$ cat config.mk
export PLATFORM = sky130hd
export DESIGN_NAME = mse_front
export DESIGN_NICKNAME = d
export VERILOG_FILES = /design/src/mse_pkg.sv /design/src/mse_front.sv
export SDC_FILE = /design/constraint.sdc
export NUM_CORES = 1
export LEC_CHECK = 0
export BUFFER_PORTS_ARGS = -buffer_cell sky130_fd_sc_hd__buf_2
export CAP_MARGIN = 20
export CORE_ASPECT_RATIO = 0.9
export CORE_MARGIN = 2
export CORE_UTILIZATION = 38
export CTS_BUF_LIST = sky130_fd_sc_hd__clkbuf_2
export DETAILED_ROUTE_END_ITERATION = 7
export SLEW_MARGIN = 20
export SYNTH_ARGS = -nofsm -noshare
export SYNTH_HDL_FRONTEND = slang
export SYNTH_SLANG_ARGS = --single-unit
$ cat constraint.sdc
create_clock -name clock -period 3.1 [get_ports clock]
set_clock_uncertainty 0.1 [all_clocks]
set_input_delay 0.31 -clock clock [delete_from_list [all_inputs] [get_ports clock]]
set_output_delay 0.31 -clock clock [all_outputs]
set_load 0.01 [all_outputs]
$ cat src/mse_pkg.sv
// ----------------------------------------------------------------------------
// MIPS subset execute unit: shared definitions
// Operation codes, decoded control bundle, queue entry and result layout used
// by the front end, the back end and the top level.
// ----------------------------------------------------------------------------
`default_nettype none

package mse_pkg;

   // Field widths fixed by the instruction item and result layout.
   localparam int OP_W       = 4;
   localparam int REG_W      = 5;
   localparam int DATA_W     = 32;
   localparam int TGT_W      = 11;
   localparam int PC_OUT_W   = 11;
   localparam int REQ_TDATA_W = 64;
   localparam int RSP_TDATA_W = 80;

   // Operation codes carried on the request tuser.
   localparam logic [OP_W-1:0] OP_ADD  = 4'd0;
   localparam logic [OP_W-1:0] OP_SUB  = 4'd1;
   localparam logic [OP_W-1:0] OP_ADDI = 4'd2;
   localparam logic [OP_W-1:0] OP_SUBI = 4'd3;
   localparam logic [OP_W-1:0] OP_OR   = 4'd4;
   localparam logic [OP_W-1:0] OP_AND  = 4'd5;
   localparam logic [OP_W-1:0] OP_SLL  = 4'd6;
   localparam logic [OP_W-1:0] OP_SRL  = 4'd7;
   localparam logic [OP_W-1:0] OP_LW   = 4'd8;
   localparam logic [OP_W-1:0] OP_SW   = 4'd9;
   localparam logic [OP_W-1:0] OP_LBU  = 4'd10;
   localparam logic [OP_W-1:0] OP_SBU  = 4'd11;
   localparam logic [OP_W-1:0] OP_J    = 4'd12;
   localparam logic [OP_W-1:0] OP_BEQ  = 4'd13;
   localparam logic [OP_W-1:0] OP_BNE  = 4'd14;
   localparam logic [OP_W-1:0] OP_SLT  = 4'd15;

   // ALU function select.
   localparam int ALU_W = 3;
   localparam logic [ALU_W-1:0] ALU_ADD = 3'd0;
   localparam logic [ALU_W-1:0] ALU_SUB = 3'd1;
   localparam logic [ALU_W-1:0] ALU_OR  = 3'd2;
   localparam logic [ALU_W-1:0] ALU_AND = 3'd3;
   localparam logic [ALU_W-1:0] ALU_SLL = 3'd4;
   localparam logic [ALU_W-1:0] ALU_SRL = 3'd5;
   localparam logic [ALU_W-1:0] ALU_SLT = 3'd6;

   // Multi-cycle mode costs.
   localparam int COST_W = 3;
   localparam logic [COST_W-1:0] COST_BRANCH = 3'd3;
   localparam logic [COST_W-1:0] COST_OTHER  = 3'd4;
   localparam logic [COST_W-1:0] COST_LOAD   = 3'd5;

   localparam logic [DATA_W-1:0] BYTE_MASK = 32'h0000_00FF;

   // Depth of the queue between front and back end.
   localparam int QUEUE_DEPTH = 2;

   // Decoded control for one instruction.
   typedef struct packed {
      logic [ALU_W-1:0]  alu_sel;
      logic              use_imm;
      logic              wreg;
      logic              load;
      logic              store;
      logic              byte_op;
      logic              jump;
      logic              beq;
      logic              bne;
      logic [COST_W-1:0] cost;
   } mse_ctl_type;

   // Queue entry: control plus register indexes already reduced to the file size.
   typedef struct packed {
      mse_ctl_type       ctl;
      logic [REG_W-1:0]  rd;
      logic [REG_W-1:0]  ra;
      logic [REG_W-1:0]  rb;
      logic [DATA_W-1:0] imm;
      logic [TGT_W-1:0]  target;
      logic              known;
   } mse_item_type;

   // Result beat, next_pc in the lowest bits.
   typedef struct packed {
      logic [DATA_W-1:0]   total_cycles;
      logic                address_fault;
      logic                branch_taken;
      logic [DATA_W-1:0]   written_value;
      logic                reg_written;
      logic [PC_OUT_W-1:0] next_pc;
   } mse_result_type;

   localparam int RSP_PAD_W = RSP_TDATA_W - $bits(mse_result_type);

endpackage

`default_nettype wire

$ cat src/mse_front.sv
// ----------------------------------------------------------------------------
// MIPS subset execute unit: front end
// Accepts instruction beats, decodes the operation into a control bundle,
// picks the two register read indexes and queues the result for the back end.
// ----------------------------------------------------------------------------
`default_nettype none

module mse_front import mse_pkg::*; #(
   parameter int REG_COUNT = 32
) (
   input  wire logic                   clock,
   input  wire logic                   reset,
   input  wire logic                   req_tvalid,
   output logic                        req_tready,
   // dest_reg[4:0], src_reg[9:5], second_reg[14:10], immediate[46:15],
   // jump_target[57:47], target_known[58], zero fill above
   input  wire logic [REQ_TDATA_W-1:0] req_tdata,
   // req_type[3:0]
   input  wire logic [OP_W-1:0]        req_tuser,
   output logic                        q_valid,
   output mse_item_type                q_item,
   input  wire logic                   q_pop
);

   localparam int QPTR_W = (QUEUE_DEPTH > 1) ? $clog2(QUEUE_DEPTH) : 1;
   localparam int QCNT_W = $clog2(QUEUE_DEPTH + 1);
   localparam int MOD_W  = REG_W + 2;

   // Register index modulo the file size; at most three subtractions are needed.
   function automatic logic [REG_W-1:0] reg_mod(input logic [REG_W-1:0] idx);
      logic [MOD_W-1:0] v;
      v = MOD_W'(idx);
      for (int i = 0; i < 4; i++) begin
         if (v >= MOD_W'(REG_COUNT)) begin
            v = v - MOD_W'(REG_COUNT);
         end
      end
      return v[REG_W-1:0];
   endfunction

   function automatic logic [QPTR_W-1:0] ptr_next(input logic [QPTR_W-1:0] p);
      logic [QPTR_W-1:0] r;
      if (p == QPTR_W'(QUEUE_DEPTH - 1)) begin
         r = '0;
      end else begin
         r = p + QPTR_W'(1);
      end
      return r;
   endfunction

   logic [REG_W-1:0]  dest_idx;
   logic [REG_W-1:0]  src_idx;
   logic [REG_W-1:0]  second_idx;
   mse_ctl_type       ctl;
   mse_item_type      item;
   logic              push;

   mse_item_type      entry_ff [QUEUE_DEPTH];
   logic [QPTR_W-1:0] wr_ptr_ff, wr_ptr_in;
   logic [QPTR_W-1:0] rd_ptr_ff, rd_ptr_in;
   logic [QCNT_W-1:0] count_ff, count_in;

   // Field unpacking and register index reduction.
   assign dest_idx   = reg_mod(req_tdata[4:0]);
   assign src_idx    = reg_mod(req_tdata[9:5]);
   assign second_idx = reg_mod(req_tdata[14:10]);

   // Operation decode.
   always_comb begin
      ctl      = '0;
      ctl.cost = COST_OTHER;
      unique case (req_tuser)
         OP_ADD: begin
            ctl.alu_sel = ALU_ADD;
            ctl.wreg    = 1'b1;
         end
         OP_SUB: begin
            ctl.alu_sel = ALU_SUB;
            ctl.wreg    = 1'b1;
         end
         OP_ADDI: begin
            ctl.alu_sel = ALU_ADD;
            ctl.use_imm = 1'b1;
            ctl.wreg    = 1'b1;
         end
         OP_SUBI: begin
            ctl.alu_sel = ALU_SUB;
            ctl.use_imm = 1'b1;
            ctl.wreg    = 1'b1;
         end
         OP_OR: begin
            ctl.alu_sel = ALU_OR;
            ctl.wreg    = 1'b1;
         end
         OP_AND: begin
            ctl.alu_sel = ALU_AND;
            ctl.wreg    = 1'b1;
         end
         OP_SLL: begin
            ctl.alu_sel = ALU_SLL;
            ctl.wreg    = 1'b1;
         end
         OP_SRL: begin
            ctl.alu_sel = ALU_SRL;
            ctl.wreg    = 1'b1;
         end
         OP_LW: begin
            ctl.load = 1'b1;
            ctl.wreg = 1'b1;
            ctl.cost = COST_LOAD;
         end
         OP_SW: begin
            ctl.store = 1'b1;
         end
         OP_LBU: begin
            ctl.load    = 1'b1;
            ctl.byte_op = 1'b1;
            ctl.wreg    = 1'b1;
            ctl.cost    = COST_LOAD;
         end
         OP_SBU: begin
            ctl.store   = 1'b1;
            ctl.byte_op = 1'b1;
         end
         OP_J: begin
            ctl.jump = 1'b1;
            ctl.cost = COST_BRANCH;
         end
         OP_BEQ: begin
            ctl.beq  = 1'b1;
            ctl.cost = COST_BRANCH;
         end
         OP_BNE: begin
            ctl.bne  = 1'b1;
            ctl.cost = COST_BRANCH;
         end
         OP_SLT: begin
            ctl.alu_sel = ALU_SLT;
            ctl.wreg    = 1'b1;
         end
      endcase
   end

   // Read port A carries the store data for stores, port B the first compare
   // register for branches; otherwise they read the two sources.
   always_comb begin
      item.ctl    = ctl;
      item.rd     = dest_idx;
      item.ra     = ctl.store ? dest_idx : src_idx;
      item.rb     = (ctl.beq || ctl.bne) ? dest_idx : second_idx;
      item.imm    = req_tdata[46:15];
      item.target = req_tdata[57:47];
      item.known  = req_tdata[58];
   end

   // Queue control.
   assign req_tready = (count_ff != QCNT_W'(QUEUE_DEPTH));
   assign push       = req_tvalid && req_tready;
   assign q_valid    = (count_ff != '0);
   assign q_item     = entry_ff[rd_ptr_ff];

   always_comb begin
      wr_ptr_in = push ? ptr_next(wr_ptr_ff) : wr_ptr_ff;
      rd_ptr_in = q_pop ? ptr_next(rd_ptr_ff) : rd_ptr_ff;
      count_in  = count_ff;
      if (push && !q_pop) begin
         count_in = count_ff + QCNT_W'(1);
      end else if (!push && q_pop) begin
         count_in = count_ff - QCNT_W'(1);
      end
   end

   always_ff @(posedge clock) begin
      if (reset) begin
         wr_ptr_ff <= '0;
         rd_ptr_ff <= '0;
         count_ff  <= '0;
      end else begin
         wr_ptr_ff <= wr_ptr_in;
         rd_ptr_ff <= rd_ptr_in;
         count_ff  <= count_in;
      end
   end

   // Queue storage, no reset needed.
   always_ff @(posedge clock) begin
      if (push) begin
         entry_ff[wr_ptr_ff] <= item;
      end
   end

endmodule

`default_nettype wire

# After elaboration in Yosys (flattened, before gate mapping)
# Memories as Yosys holds them, arrays and structs flattened. A register that Yosys moved wholly into a read port is not among the register bits.
# Index checks and enable logic that the tools add are counted.
[word_totals] reg_bits=4 latch_bits=0 ram_bits=146 mem_bits_ro=0 inputBits=72 out_inout_bits=75 wordCells=60 mem_count=1
[op_classes] add_sub_neg=4 multipliers=0 n_div=0 n_lt_le_gt_ge=0 eq_ne=16 n_shift=0 mux=20 bitwise=0 n_reduce_logical=16
[memory_table] memory="entry_ff" depth=2 word_bits=73 rd=1 rd_clocked_by_memory_dff=1 wr=1 line_no="mse_front.sv:58" rtl="mse_item_type entry_ff [QUEUE_DEPTH];"
[op_table] cell="$eq 4x4->1 const B" count=8
[op_table] cell="$pmux 3 s6" count=1
[op_table] cell="$eq 4x3->1 const B" count=4
[op_table] cell="$mux 1" count=14
[op_table] cell="$reduce_or 11->1" count=1
[op_table] cell="$mux 5" count=2
[op_table] cell="$reduce_or 2->1" count=5
[op_table] cell="$eq 4x2->1 const B" count=2
[op_table] cell="$pmux 3 s2" count=1
[op_table] cell="$eq 4x1->1 const B" count=1
[op_table] cell="$logic_not 4->1" count=1
[op_table] cell="$mux 2" count=2
[op_table] cell="$reduce_bool 2->1" count=2
[op_table] cell="$logic_and 1x1->1" count=3
[op_table] cell="$reduce_or 3->1" count=1
[op_table] cell="$add 1x1->1 const B" count=2
[op_table] cell="$add 2x1->2 const B" count=1
[op_table] cell="$logic_not 1->1" count=2
[op_table] cell="$ne 2x2->1 const B" count=1
[op_table] cell="$sub 2x1->2 const B" count=1
[op_table] cell="$logic_or 1x1->1" count=1

# Depth between registers and ports, before layout
[logic_depth] word_depth=6 depth_mapped=6 depth_no_buf=6

# Worst setup path before layout
# No wires, ideal clock.
[synth_timing] path_type="reg-to-reg" startpoint="register count_ff[0]" endpoint="memory entry_ff[1][0] (netlist bit) (enable)" setup_ns=0.439 t_arrival_ns=2.381 t_required_ns=2.561 setup_slack_ns=0.179 stages_incl_launch_ff=3 n_path_buf=0 synth_period_minus_slack_ns=2.921 cell_sequence="dfxtp_1 nand2b_1 and3_1"
[synth_between] elab_chain_cells=4
[synth_rtl] element="from (decl)" line_no="mse_front.sv:61" rtl="logic [QCNT_W-1:0] count_ff, count_in;"
[synth_rtl] element="from (signal assigned)" line_no="mse_front.sv:181" rtl="count_ff <= count_in;"
[synth_rtl] element="$ne 2x2->1" line_no="mse_front.sv:157" rtl="assign req_tready = (count_ff != QCNT_W'(QUEUE_DEPTH));"
[synth_rtl] element="net req_tready" line_no="mse_front.sv:14" rtl="output logic req_tready,"
[synth_rtl] element="$logic_and 1x1->1" line_no="mse_front.sv:158" rtl="assign push = req_tvalid && req_tready;"
[synth_rtl] element="$mux 1" line_no="mse_front.sv:187" rtl="if (push) begin"
[synth_rtl] element="$mux 1 (not written as such)" line_no="mse_front.sv:188" rtl="entry_ff[wr_ptr_ff] <= item;"
[synth_rtl] element="to (decl)" line_no="mse_front.sv:58"
# The timed path passes the listed nets, and every way through them passes these cells.

==> impl_metrics.tcl <==
set metrics [dict create \
    clk_pin_slew_ns 0.22 \
    grtUsageTotal_pct 13.88 \
    syn_area_um2 5832 \
    antenna_found_initial 0 \
    postSynthCellCount 289 \
    drt_iter0_drc 155 \
    maxSlewViolCount 0 \
    status "finished clean" \
    areaGrowthSynthToFinish_pct 31.02 \
    crit_fanout 38 \
    final_util_pct 51.38 \
    post-route-min-period_ns 2.665 \
    cts_buffers 17 \
    htree_levels 4 \
    maxCapViolations 0 \
    p_leak_uw 0.002878 \
    rows 42 \
    post-cts-setup-buffer-count 0 \
    p_per_area_nw_per_um2 557.2 \
    place_congestion 0.6876 \
    reg2reg_depth 3 \
    clock_latency_ns 0.67 \
    max_stage_delay_ns 0.72 \
    cp_slowest_cell "dfxtp_4" \
    fin_crit_sh_pct 85.96 \
    overflow 0 \
    fmax_mhz 375.3 \
    core_um2 14870 \
    detail_route.first_pass.iterations 4 \
    hold_viol_final 0 \
    hold_start "req_tdata[30]" \
    r2r_start "count_ff[0]$_SDFFE_PP0P_" \
    setup_viol 0 \
    worstSetupEndpointType "output pin" \
    cts_tree "done" \
    rsz0062_at_grt "false" \
    vias 3233 \
    chipWidth_um 134.6 \
    antenna_cells 0 \
    wl_um 10900 \
    grt_max_degree 42 \
    cts_sinks 151 \
    max_slew.worst_pin.slew_ns 0.5438 \
    fin_area_um2 7641 \
    yosys_warnings 0 \
    die_height_um 121.5 \
    relSlewSlack_pct 63.75 \
    setup_tns_ns 0 \
    cp_data_required_time_ns 2.69 \
    post_drt_wl_per_cell_um 15.14 \
    yosysUniqueCellTypes 34 \
    syn_nets 362 \
    cts_resized 0 \
    viasPerCell 4.490 \
    port_buffers 141 \
    yosysSeqAreaShare_pct 76.89 \
    topRoutingLayerUsed "met4" \
    drive_above_1_share_pct 52.11 \
    dp_slack_ns 1.141 \
    grt_pass1_wl_um 16990 \
    place_area_um2 6765 \
    clk_path_buf_depth 2 \
    critPathArrivalTime_ns 2.25 \
    synth_area_per_cell_um2 20.18 \
    fin_nets 582 \
    drc 0 \
    holdPathStages 2 \
    routed-wl-met2_um 5233 \
    fin_ws_ns 0.4351 \
    ios 147 \
    m1WireLength_um 4721 \
    grt_pass1_vias 3354 \
    vdd_drop_max_mv 0.3926 \
    num-fill-cells 1235 \
    critPathKind "reg -> out" \
    ys_ff_latch 151 \
    antenna_left 0 \
    cp-start-kind "register" \
    hp-class "in -> reg" \
    start_util_pct 39.21 \
    wl_met3_um 837 \
    crit_path_cell_trace "buf_12 -> mux2_2 -> buf_2" \
    dieArea_um2 16360 \
    cts_root_buf "clkbuf_2" \
    ctsHoldBuffers 67 \
    hpwl_um 6761 \
    total_power_uw 4257 \
]
## layout by cell type (no fill, tap or decap), types with 2 or more instances in the layout
cell           count
edfxtp_1         146
clkbuf_2          20
clkinvlp_4         4
mux2_2            78
buf_12             2
nor3_1             2
mux2_4             5
clkinv_2           4
nor2_1             4
a21oi_1            4
xor2_1             2
nor3b_1            2
buf_4              2
inv_1              4
and2_2             3
dfxtp_1            4
o21ai_0            2
nand3_1            2
dlygate4sd3_1     67
clkinv_4           2
buf_2            141
## power breakdown
group	internal, uW	switching, uW	leakage, uW
logic	373	384	0.00135
clock network	294	672	0.000124
registers	2470	62.0	0.00141
## critical path: cells and delay by family (launching register included)
| kind | cells | cell delay [ns] |
|---|---|---|
| flops | 1 | 0.72 |
| buf+inv | 2 | 0.45 |
| mux | 1 | 0.37 |
## final timing paths
| check | endpoint | slack (ns) |
|---|---|---|
| setup / recovery | q_item[3] | 0.44 |
| hold reg to reg | count_ff[1]$_SDFFE_PP0P_ | 0.42 |
| hold / removal | entry_ff[0][27]$_DFFE_PP_ | 0.24 |
| setup reg to reg | entry_ff[1][40]$_DFFE_PP_ | 1.16 |
## per-layer routing
metal  track usage (%)  vias to the layer above
li1                  -                     1562
met5                 0                        -
met1             16.89                     1555
met4             4.342                        0
met3             6.015                       13
met2             22.45                      103
## synthesized netlist by cell type (all sizes together)
cell	number	area [um^2]
and2	4	28.78
ha	1	12.51
o211ai	1	7.510
xnor2	2	36.29
and2b	1	8.760
or2b	1	7.510
buf	11	85.08
or3	1	6.260
mux2	83	953.4
a21bo	1	10.01
a21boi	1	7.510
nand3b	1	7.510
a21oi	4	20.02
nor3b	2	15.01
xor2	2	17.52
inv	5	18.77
nand3	2	10.01
edfxtp	146	4384
nor2	5	35.03
and3	1	6.260
nor3	2	10.01
o21ai	2	10.01
or2	1	6.260
nand2	3	21.27
dfxtp	5	100.1
nand2b	1	6.260
## final cells by class
type | instances | area (um^2) | share of cell area [%]
multi-input combinational | 122 | 1249 | 16.34
clock buffer | 20 | 100.1 | 1.310
timing repair buffer | 212 | 1431 | 18.73
clock inverter | 12 | 105.1 | 1.375
sequential | 151 | 4488 | 58.74
tap | 198 | 247.7 | 3.242
inverter | 5 | 20.02 | 0.2620
## stage by stage
| step | hold slack [ns] | cells |
|---|---|---|
| after floorplan | 0.2791 | 289 |
| after global placement | 0.3811 | 621 |
| after detailed placement | 0.3938 | 621 |
| after CTS | 0.1437 | 720 |
| after global routing | 0.1188 | 720 |
| final | 0.2412 | 720 |
## cell families (layout without fill, tap and decap cells)
| logic type | Yosys count | after routing | synth area share [%] |
|---|---|---|---|
| mux | 83 | 83 | 16.35 |
| buf+inv | 16 | 249 | 1.781 |
| xor+xnor | 4 | 4 | 0.9227 |
| simple gates | 25 | 25 | 2.897 |
| fa+ha+maj | 1 | 1 | 0.2145 |
| flops | 151 | 151 | 76.89 |
| compound gates | 9 | 9 | 0.9441 |
## state kept, by name, summed over array words and instances, names as in the netlist, named ones only
register	flops
wr_ptr_ff	1
rd_ptr_ff	1
entry_ff	146
count_ff	2
No activity file was read; power rests on OpenSTA's default activity.
